--- src/hdl/byte_stream_lexer_assert.svh ---
// assertion macros used by the lexer rtl
// expects a clock named clk and an active-low reset named arst_n in scope
`ifndef BYTE_STREAM_LEXER_ASSERT_SVH
`define BYTE_STREAM_LEXER_ASSERT_SVH

// same-cycle implication
`define BSL_ASSERT_NOW(lbl, ante, cons, msg) \
	lbl: assert property (@(posedge clk) disable iff (!arst_n) (ante) |-> (cons)) \
		else $error(msg);

// next-cycle implication
`define BSL_ASSERT_NEXT(lbl, ante, cons, msg) \
	lbl: assert property (@(posedge clk) disable iff (!arst_n) (ante) |=> (cons)) \
		else $error(msg);

`endif

--- src/hdl/bsl_pkg.sv ---
// types, codes and helper functions for the byte stream lexer
// no dependencies
package bsl_pkg;

	// token kinds
	localparam logic [3:0] TK_EOF       = 4'd0;
	localparam logic [3:0] TK_IDENT     = 4'd1;
	localparam logic [3:0] TK_VAR       = 4'd2;
	localparam logic [3:0] TK_WRITE     = 4'd3;
	localparam logic [3:0] TK_NUMBER    = 4'd4;
	localparam logic [3:0] TK_STRING    = 4'd5;
	localparam logic [3:0] TK_LPAREN    = 4'd6;
	localparam logic [3:0] TK_RPAREN    = 4'd7;
	localparam logic [3:0] TK_PLUS      = 4'd8;
	localparam logic [3:0] TK_MINUS     = 4'd9;
	localparam logic [3:0] TK_STAR      = 4'd10;
	localparam logic [3:0] TK_SLASH     = 4'd11;
	localparam logic [3:0] TK_EQUAL     = 4'd12;
	localparam logic [3:0] TK_GREATER   = 4'd13;
	localparam logic [3:0] TK_SEMICOLON = 4'd14;
	localparam logic [3:0] TK_ERROR     = 4'd15;

	// error codes
	localparam logic [1:0] ERR_NONE       = 2'd0;
	localparam logic [1:0] ERR_UNTERM_STR = 2'd1;
	localparam logic [1:0] ERR_UNEXPECTED = 2'd2;

	// keyword match progress
	localparam logic [2:0] KW_NONE = 3'd0;
	localparam logic [2:0] KW_V    = 3'd1;
	localparam logic [2:0] KW_VA   = 3'd2;
	localparam logic [2:0] KW_VAR  = 3'd3;
	localparam logic [2:0] KW_W    = 3'd4;
	localparam logic [2:0] KW_WR   = 3'd5;
	localparam logic [2:0] KW_WRI  = 3'd6;
	localparam logic [2:0] KW_WRIT = 3'd7;

	localparam logic [7:0] CH_NUL        = 8'h00;
	localparam logic [7:0] CH_TAB        = 8'h09;
	localparam logic [7:0] CH_LF         = 8'h0a;
	localparam logic [7:0] CH_CR         = 8'h0d;
	localparam logic [7:0] CH_SPACE      = 8'h20;
	localparam logic [7:0] CH_QUOTE      = 8'h22;
	localparam logic [7:0] CH_UNDERSCORE = 8'h5f;

	localparam logic [15:0] LINE_MAX = 16'hffff;

	// result queue depth, power of two
	localparam int OUT_DEPTH = 4;

	typedef struct packed {
		logic [3:0]  token_kind;
		logic [15:0] start_pos;
		logic [15:0] token_length;
		logic [15:0] line_number;
		logic [1:0]  error_kind;
		logic        last;
	} tok_t;

	// up to two tokens produced by one byte
	typedef struct packed {
		logic [1:0] n;
		tok_t       r0;
		tok_t       r1;
	} scan_out_t;

	function automatic logic is_alpha(input logic [7:0] c);
		return (c >= "a" && c <= "z") || (c >= "A" && c <= "Z") || c == CH_UNDERSCORE;
	endfunction

	function automatic logic is_digit(input logic [7:0] c);
		return c >= "0" && c <= "9";
	endfunction

	function automatic logic [3:0] punct_kind(input logic [7:0] c);
		logic [3:0] k;
		case (c)
			"(":     k = TK_LPAREN;
			")":     k = TK_RPAREN;
			"+":     k = TK_PLUS;
			"-":     k = TK_MINUS;
			"*":     k = TK_STAR;
			"/":     k = TK_SLASH;
			"=":     k = TK_EQUAL;
			">":     k = TK_GREATER;
			";":     k = TK_SEMICOLON;
			default: k = TK_EOF;
		endcase
		return k;
	endfunction

	// len_is4: identifier holds four bytes before c is added
	function automatic logic [2:0] kw_next(input logic [2:0] prog, input logic len_is4,
			input logic [7:0] c);
		logic [2:0] p;
		case (prog)
			KW_V:    p = (c == "a") ? KW_VA : KW_NONE;
			KW_VA:   p = (c == "r") ? KW_VAR : KW_NONE;
			KW_W:    p = (c == "r") ? KW_WR : KW_NONE;
			KW_WR:   p = (c == "i") ? KW_WRI : KW_NONE;
			KW_WRI:  p = (c == "t") ? KW_WRIT : KW_NONE;
			KW_WRIT: p = (len_is4 && c == "e") ? KW_WRIT : KW_NONE;
			default: p = KW_NONE;
		endcase
		return p;
	endfunction

	function automatic logic [15:0] line_inc(input logic [15:0] v);
		return (v == LINE_MAX) ? v : v + 16'd1;
	endfunction

endpackage

--- src/hdl/bsl_scan.sv ---
// scanner state and per-byte token logic for the byte stream lexer
// depends on bsl_pkg
module bsl_scan import bsl_pkg::*; #(
	parameter int POS_BITS = 16
) (
	input  logic       clk,
	input  logic       arst_n,
	input  logic [7:0] ch,
	input  logic       take,
	output scan_out_t  res
);

	typedef enum logic [1:0] {
		MODE_IDLE,
		MODE_IDENT,
		MODE_NUM,
		MODE_STR
	} mode_t;

	localparam logic [POS_BITS-1:0] POS_MAX = '1;

	mode_t               mode_q, mode_d;
	logic [POS_BITS-1:0] start_q, start_d;
	logic [POS_BITS-1:0] len_q, len_d;
	logic [POS_BITS-1:0] pos_q;
	logic [15:0]         line_q, line_d;
	logic [2:0]          kw_q, kw_d;
	logic                ended;

	// idle-mode scan of the byte
	mode_t               i_mode;
	logic [POS_BITS-1:0] i_start, i_len;
	logic [15:0]         i_line;
	logic [2:0]          i_kw;
	logic                i_emit, i_end;
	tok_t                i_tok, cur_tok;

	logic [POS_BITS-1:0] len_inc;
	logic [POS_BITS+15:0] pos_ext, start_ext, len_ext, len_inc_ext;
	logic [3:0]          id_kind;

	assign len_inc     = (len_q == POS_MAX) ? len_q : len_q + 1'b1;
	assign pos_ext     = {16'd0, pos_q};
	assign start_ext   = {16'd0, start_q};
	assign len_ext     = {16'd0, len_q};
	assign len_inc_ext = {16'd0, len_inc};

	always_comb begin
		if (kw_q == KW_VAR && len_q == POS_BITS'(3))
			id_kind = TK_VAR;
		else if (kw_q == KW_WRIT && len_q == POS_BITS'(5))
			id_kind = TK_WRITE;
		else
			id_kind = TK_IDENT;
	end

	always_comb begin
		i_mode  = MODE_IDLE;
		i_start = start_q;
		i_len   = len_q;
		i_line  = line_q;
		i_kw    = kw_q;
		i_emit  = 1'b0;
		i_end   = 1'b0;
		i_tok   = '{token_kind: TK_EOF, start_pos: pos_ext[15:0], token_length: 16'd0,
			line_number: line_q, error_kind: ERR_NONE, last: 1'b0};
		if (ch == CH_NUL) begin
			i_emit = 1'b1;
			i_end  = 1'b1;
		end else if (ch == CH_SPACE || ch == CH_TAB || ch == CH_CR) begin
			i_mode = MODE_IDLE;
		end else if (ch == CH_LF) begin
			i_line = line_inc(line_q);
		end else if (is_alpha(ch)) begin
			i_mode  = MODE_IDENT;
			i_start = pos_q;
			i_len   = POS_BITS'(1);
			i_kw    = (ch == "v") ? KW_V : (ch == "w") ? KW_W : KW_NONE;
		end else if (is_digit(ch)) begin
			i_mode  = MODE_NUM;
			i_start = pos_q;
			i_len   = POS_BITS'(1);
		end else if (ch == CH_QUOTE) begin
			i_mode  = MODE_STR;
			i_start = pos_q;
			i_len   = POS_BITS'(1);
		end else begin
			i_emit = 1'b1;
			i_tok.token_length = 16'd1;
			if (punct_kind(ch) != TK_EOF) begin
				i_tok.token_kind = punct_kind(ch);
			end else begin
				i_tok.token_kind = TK_ERROR;
				i_tok.error_kind = ERR_UNEXPECTED;
			end
		end
	end

	always_comb begin
		mode_d  = mode_q;
		start_d = start_q;
		len_d   = len_q;
		line_d  = line_q;
		kw_d    = kw_q;
		ended   = 1'b0;
		res     = '0;
		cur_tok = '{token_kind: TK_IDENT, start_pos: start_ext[15:0],
			token_length: len_ext[15:0], line_number: line_q, error_kind: ERR_NONE,
			last: 1'b0};
		unique case (mode_q)
			MODE_IDENT, MODE_NUM: begin
				if (is_digit(ch) || (mode_q == MODE_IDENT && is_alpha(ch))) begin
					len_d = len_inc;
					if (mode_q == MODE_IDENT)
						kw_d = kw_next(kw_q, len_q == POS_BITS'(4), ch);
				end else begin
					// close the pending token, then scan the byte afresh
					cur_tok.token_kind = (mode_q == MODE_IDENT) ? id_kind : TK_NUMBER;
					res.r0  = cur_tok;
					res.r1  = i_tok;
					res.n   = i_emit ? 2'd2 : 2'd1;
					mode_d  = i_mode;
					start_d = i_start;
					len_d   = i_len;
					line_d  = i_line;
					kw_d    = i_kw;
					ended   = i_end;
				end
			end
			MODE_STR: begin
				if (ch == CH_NUL) begin
					cur_tok.token_kind = TK_ERROR;
					cur_tok.error_kind = ERR_UNTERM_STR;
					res.r0 = cur_tok;
					res.r1 = i_tok;
					res.n  = 2'd2;
					ended  = 1'b1;
				end else begin
					len_d = len_inc;
					if (ch == CH_LF)
						line_d = line_inc(line_q);
					if (ch == CH_QUOTE) begin
						cur_tok.token_kind   = TK_STRING;
						cur_tok.token_length = len_inc_ext[15:0];
						res.r0 = cur_tok;
						res.n  = 2'd1;
						mode_d = MODE_IDLE;
					end
				end
			end
			MODE_IDLE: begin
				res.r0  = i_tok;
				res.n   = i_emit ? 2'd1 : 2'd0;
				mode_d  = i_mode;
				start_d = i_start;
				len_d   = i_len;
				line_d  = i_line;
				kw_d    = i_kw;
				ended   = i_end;
			end
			default: mode_d = MODE_IDLE;
		endcase
		// mark the final token of this byte
		if (res.n == 2'd2)
			res.r1.last = 1'b1;
		else if (res.n == 2'd1)
			res.r0.last = 1'b1;
	end

	always_ff @(posedge clk or negedge arst_n) begin
		if (!arst_n) begin
			mode_q  <= MODE_IDLE;
			start_q <= '0;
			len_q   <= '0;
			pos_q   <= '0;
			line_q  <= 16'd1;
			kw_q    <= KW_NONE;
		end else if (take) begin
			if (ended) begin
				mode_q  <= MODE_IDLE;
				start_q <= '0;
				len_q   <= '0;
				pos_q   <= '0;
				line_q  <= 16'd1;
				kw_q    <= KW_NONE;
			end else begin
				mode_q  <= mode_d;
				start_q <= start_d;
				len_q   <= len_d;
				pos_q   <= (pos_q == POS_MAX) ? pos_q : pos_q + 1'b1;
				line_q  <= line_d;
				kw_q    <= kw_d;
			end
		end
	end

endmodule

--- src/hdl/bsl_out_fifo.sv ---
// small result queue taking up to two tokens per cycle, giving one per beat
// depends on bsl_pkg and byte_stream_lexer_assert.svh
`include "byte_stream_lexer_assert.svh"

module bsl_out_fifo import bsl_pkg::*; (
	input  logic      clk,
	input  logic      arst_n,
	input  scan_out_t push,
	input  logic      pop,
	output logic      room2,
	output logic      valid,
	output tok_t      head
);

	localparam int PTR_W = $clog2(OUT_DEPTH);
	localparam int CNT_W = $clog2(OUT_DEPTH + 1);

	tok_t             mem_q [OUT_DEPTH];
	logic [PTR_W-1:0] wr_q, rd_q, wr_nx;
	logic [CNT_W-1:0] cnt_q;
	logic             do_pop;

	assign wr_nx  = wr_q + 1'b1;
	assign valid  = cnt_q != '0;
	assign head   = mem_q[rd_q];
	assign do_pop = pop && valid;
	assign room2  = cnt_q <= CNT_W'(OUT_DEPTH - 2);

	always_ff @(posedge clk) begin
		if (push.n != 2'd0)
			mem_q[wr_q] <= push.r0;
		if (push.n == 2'd2)
			mem_q[wr_nx] <= push.r1;
	end

	always_ff @(posedge clk or negedge arst_n) begin
		if (!arst_n) begin
			wr_q  <= '0;
			rd_q  <= '0;
			cnt_q <= '0;
		end else begin
			wr_q  <= wr_q + PTR_W'(push.n);
			if (do_pop)
				rd_q <= rd_q + 1'b1;
			cnt_q <= cnt_q + CNT_W'(push.n) - CNT_W'(do_pop);
		end
	end

	`BSL_ASSERT_NOW(a_cnt_bound, 1'b1, cnt_q <= CNT_W'(OUT_DEPTH), "result queue overfilled")
	`BSL_ASSERT_NEXT(a_two_push, push.n == 2'd2 && !do_pop,
		cnt_q == $past(cnt_q) + CNT_W'(2), "double push lost a token")
	`BSL_ASSERT_NEXT(a_pop_only, push.n == 2'd0 && do_pop,
		cnt_q == $past(cnt_q) - CNT_W'(1) && rd_q == $past(rd_q) + 1'b1,
		"pop did not advance the queue")

endmodule

--- src/hdl/byte_stream_lexer.sv ---
// top level of the byte stream lexer: input and output stream channels
// depends on bsl_pkg, bsl_scan and bsl_out_fifo
//
// Source text arrives one byte per beat on the s_ channel; a zero byte ends
// the source. Tokens leave on the m_ channel, one per beat, with the kind
// and error code in m_tuser and start, length and line in m_tdata. m_tlast
// marks the final token caused by one input byte.
// A token enters the queue when the byte beat that causes it is taken. One
// byte is taken every cycle while s_tready is high. A byte that yields two
// tokens queues both in order; such a byte always follows one that yields at
// most one, so a receiver that is always ready never holds the input back.
// The queue holds four tokens; s_tready drops while fewer than two slots
// are free, so a stalled receiver holds the input back without loss.
// After end of source the scanner returns to its reset state: position 0,
// line 1. Reset clears the scanner and empties the queue.
module byte_stream_lexer import bsl_pkg::*; #(
	parameter int POS_BITS = 16
) (
	input  logic        clk,
	input  logic        arst_n,
	input  logic        s_tvalid,
	output logic        s_tready,
	input  logic [7:0]  s_tdata,   // ch
	output logic        m_tvalid,
	input  logic        m_tready,
	output logic [47:0] m_tdata,   // start_pos, token_length, line_number
	output logic [5:0]  m_tuser,   // token_kind, error_kind
	output logic        m_tlast
);

	logic      take;
	scan_out_t scan_res, push;
	tok_t      head;

	assign take = s_tvalid && s_tready;

	bsl_scan #(
		.POS_BITS(POS_BITS)
	) u_scan (
		.clk    (clk),
		.arst_n (arst_n),
		.ch     (s_tdata),
		.take   (take),
		.res    (scan_res)
	);

	always_comb begin
		push = scan_res;
		if (!take)
			push.n = 2'd0;
	end

	bsl_out_fifo u_fifo (
		.clk    (clk),
		.arst_n (arst_n),
		.push   (push),
		.pop    (m_tready),
		.room2  (s_tready),
		.valid  (m_tvalid),
		.head   (head)
	);

	assign m_tdata = {head.line_number, head.token_length, head.start_pos};
	assign m_tuser = {head.error_kind, head.token_kind};
	assign m_tlast = head.last;

endmodule
--- config.mk ---
export PLATFORM = sky130hd
export DESIGN_NAME = byte_stream_lexer
export DESIGN_NICKNAME = d
export VERILOG_FILES = /design/src/hdl/bsl_pkg.sv /design/src/hdl/bsl_scan.sv /design/src/hdl/bsl_out_fifo.sv /design/src/hdl/byte_stream_lexer.sv
export VERILOG_INCLUDE_DIRS = /design/src /design/src/hdl
export SDC_FILE = /design/constraint.sdc
export NUM_CORES = 1
export LEC_CHECK = 0
export BUFFER_PORTS_ARGS = -buffer_cell sky130_fd_sc_hd__buf_2
export CELL_PAD_IN_SITES_DETAIL_PLACEMENT = 1
export CELL_PAD_IN_SITES_GLOBAL_PLACEMENT = 1
export CORE_ASPECT_RATIO = 0.6
export CORE_MARGIN = 1
export CORE_UTILIZATION = 46
export CTS_BUF_LIST = sky130_fd_sc_hd__clkbuf_16
export CTS_CLUSTER_DIAMETER = 200
export CTS_CLUSTER_SIZE = 40
export DETAILED_ROUTE_END_ITERATION = 8
export HOLD_SLACK_MARGIN = 0.03
export PLACE_DENSITY_LB_ADDON = 0.1
export REMOVE_ABC_BUFFERS = 1
export SYNTH_ARGS = -nofsm -noshare
export SYNTH_HDL_FRONTEND = slang
export SYNTH_SLANG_ARGS = --single-unit
--- constraint.sdc ---
create_clock -name clk -period 3.5 [get_ports clk]
set_input_delay 0.35 -clock clk [delete_from_list [all_inputs] [get_ports clk]]
set_output_delay 0.35 -clock clk [all_outputs]
set_load 0.05 [all_outputs]
==> run_results.csv <==
group,metric,value,unit
power,combPwrFrac,49.9,%
cts,htreeDepth,1,
cts,cts_tree,"done",
die,core_region_area,33700,um^2
timing,holdWs,0.269,ns
global_route,grt_pass1_vias,12300,
cts,cts_setup_buffers,0,
timing,final_hold_viol_count,0,
logic_synthesis,syn-cell-area,15700,um^2
timing,max_freq,311,MHz
routing,met2_length,21000,um
outcome,status,"finished, final reports clean",
power,leakage,6.14,nW
power,p_switching,6.29,mW
logic_synthesis,synth_seq_cells,296,
global_route,grt_usage,28.8,%
routing,wl,49600,um
cts,cts_hold_buf,1,
power,pwr-share-clk,12.7,%
layout,final_common_cell,"edfxtp_1",
layout,antenna_cells,0,
logic_synthesis,synthCells,1397,
timing,period_needed,3.22,ns
routing,drtAntennaViolNets,0,
die,initial_utilization,46.7,%
routing,drt-met1-wl,24500,um
routing,avgViaCountPerCell,6.44,
worst_setup_path,crit_arrival,3.60,ns
worst_setup_path,required,3.88,ns
die,die_h,145,um
logic_synthesis,synth_seq_area_share,50.0,%
cts,clock_latency,0.54,ns
routing,drtIter0Drc,1336,
die,num_rows,52,
routing,highest_layer,"met4",
logic_synthesis,synth_warnings,0,
timing,slew_headroom,48.8,%
worst_setup_path,worstPathMaxFanout,11,
power,finalPower,13.4,mW
power,irDropWorstVdd,0.440,mV
worst_setup_path,cpPeakStageDelay,0.90,ns
logic_synthesis,async_flop_share,25.7,%
die,die-area,35000,um^2
routing,wl_per_cell,26.3,um
timing,worst_slew_pin_slew,0.768,ns
cts,cts-root-buf,"clkbuf_16",
layout,utilization,50.9,%
global_route,grt_max_degree,65,
timing,rsz0062_at_grt,"no",
timing,skew,0.0540,ns
cts,cts_resized,0,
logic_synthesis,synth_cell_type_count,88,
routing,via_count,12200,
logic_synthesis,synth-main-ff-cell,"edfxtp_1",
job,cap_viol_max_count,0,
worst_setup_path,cp-end-kind,"flip-flop",
worst_setup_path,cp-start-kind,"flip-flop",
worst_setup_path,crit_slowest_cell,"or4_1",
power,p_seq_share,37.4,%
layout,syn_to_final_growth,8.86,%
power,cellPowerDensity,785,nW/um^2
hold_path,hp-class,"in -> async",
power,power.internal,7.16,mW
layout,fin_nets,1452,
placement,dp_cells,1871,
cts,clkTransAtPathRegs,0.17,ns
placement,post-dp-hpwl,34400,um
logic_synthesis,synth_edf_count,156,
placement,io_buffers,68,
routing,wl_met3,3550,um
power,switching_share,46.8,%
cts,cts-buffers-inserted,11,
placement,gp_congestion,0.859,
timing,finalCritPeriodShare,92.0,%
global_route,antenna_found_initial,0,
global_route,gr-total-overflow,0,
logic_synthesis,syn_area_per_cell,11.3,um^2
timing,setup-violations-final,0,
timing,finalMaxSlewViolations,0,
routing,drtPass1Iterations,5,
worst_setup_path,crit_chain,"nand4_1 > or4_1 > nand3_1 > nor3_1 > a21oi_1 > a211oi_1",
global_route,grt_pass1_wl,76500,um
die,dieWidth,241,um
routing,route.detailed.drc,0,
layout,drive_gt1_share,19.5,%
layout,final_cell_mix,"156 x edfxtp_1, 108 x a21oi_1, 77 x buf_4, 73 x nand2_1, 73 x dfrtp_1",
worst_setup_path,rrSetupSlack,0.28,ns
die,ios,69,
cts,clockBufferDepth,3,
cts,clock_sinks,296,
worst_setup_path,critPathKind,"reg -> reg",
layout,stdcell_count,1889,
-- layer usage --
layer  track usage, %  vias up
li1                 -     5415
met5                0        -
met1             46.5     6306
met2             40.9      403
met4             3.92        0
met3             4.87       37
-- power groups by stage --
stage / Combinational (mW) / Clock (mW) / Sequential [mW]
3_3_place_gp: 6.59 / 0 / 5.05
4_1_cts: 6.71 / 1.74 / 5.02
3_5_place_dp: 6.69 / 0 / 5.09
2_1_floorplan: 4.51 / 0 / 5.04
5_1_grt: 7.13 / 1.85 / 5.11
6_report: 6.71 / 1.70 / 5.03
-- registers in the layout (all words and copies together) (netlist names), 3 cells and up --
signal and count:
u_fifo.cnt_q 3, u_fifo.mem_q 220, u_scan.kw_q 3, u_scan.len_q 16, u_scan.line_q 16, u_scan.pos_q 16
u_scan.start_q 16
-- final cells by class --
cell class                 count  area [um^2]
clock buffer                  11          275
clock inverter                 6         48.8
fill                        3613        16600
inverter                      39          146
multi-input combinational    925         7140
sequential                   296         7870
tap                          459          574
timing repair buffer         153         1080
-- worst max-delay path, delay by kind of cell (launching register included) --
| family | cells | cell delay (ns) |
|---|---|---|
| AO/OA/AOI/OAI | 2 | 0.77 |
| flip-flops | 1 | 0.61 |
| AND/OR/NAND/NOR | 4 | 1.67 |
-- cells in the mapped netlist (9+ instances only) --
cell       count  share of area (%)
a21oi_1      108                3.4
nand3_1       45                1.4
ha_1          13                1.0
nand2_1       78                1.9
clkbuf_1      87                2.1
or3_1         14               0.56
a211oi_1      43                2.1
buf_1         13               0.31
a22oi_1       18               0.86
nor4_1        17               0.68
o21ai_0       59                1.9
xnor2_1       18                1.0
o22ai_1       19               0.75
nand4_1       15               0.60
a211o_1       12               0.67
o2bb2ai_2     10               0.95
o2bb2ai_1     53                2.9
nor4b_1        9               0.50
and3_1        16               0.64
buf_2         23               0.73
and2_1        58                2.3
dfxtp_1       64                8.1
nor3_1        34                1.1
mux2i_1       18                1.1
edfxtp_1     156                 30
o211ai_1      13               0.62
inv_1         39               0.93
a21boi_0      11               0.52
nor2_1        47                1.1
nor2b_1        9               0.36
dfrtp_1       75                 12
a31oi_1       13               0.52
mux4_2        55                7.9
-- worst paths after layout --
check                                                  from                                to  depth (start not counted)
min in group clk                                   m_tready        u_fifo.rd_q[0]$_DFFE_PN0P_                          3
max reg2reg                     u_scan.len_q[2]$_DFFE_PN0P_  u_fifo.mem_q[1][30]$_SDFFE_PP0N_                          6
min                                                  arst_n       u_scan.len_q[7]$_DFFE_PN0P_                          2
min reg2reg                u_fifo.mem_q[3][23]$_SDFFE_PP0N_  u_fifo.mem_q[3][23]$_SDFFE_PP0N_                          2
max in group asynchronous                            arst_n       u_scan.pos_q[0]$_DFFE_PN0P_                          3
max                             u_scan.len_q[2]$_DFFE_PN0P_  u_fifo.mem_q[1][30]$_SDFFE_PP0N_                          6
-- logic make-up after synthesis --
| group | count (synthesis) | synth area share [%] |
|---|---|---|
| flops | 296 | 50.0 |
| simple gates | 390 | 13.8 |
| mux | 77 | 9.30 |
| buf+inv | 176 | 4.86 |
| xor+xnor | 24 | 1.34 |
| fa+ha+maj | 14 | 1.16 |
| compound gates | 420 | 19.6 |
-- through the flow --
stage	cell area [um^2]	TNS (ns)	setup WS [ns]
6_report	17100	0	0.280
4_1_cts	17100	0	0.355
3_5_place_dp	16800	0	0.330
2_1_floorplan	15100	-422.24	-2.33
5_1_grt	17100	0	0.0939
3_3_place_gp	16800	0	0.405
Note: power is estimated with default switching activity, not from simulation.
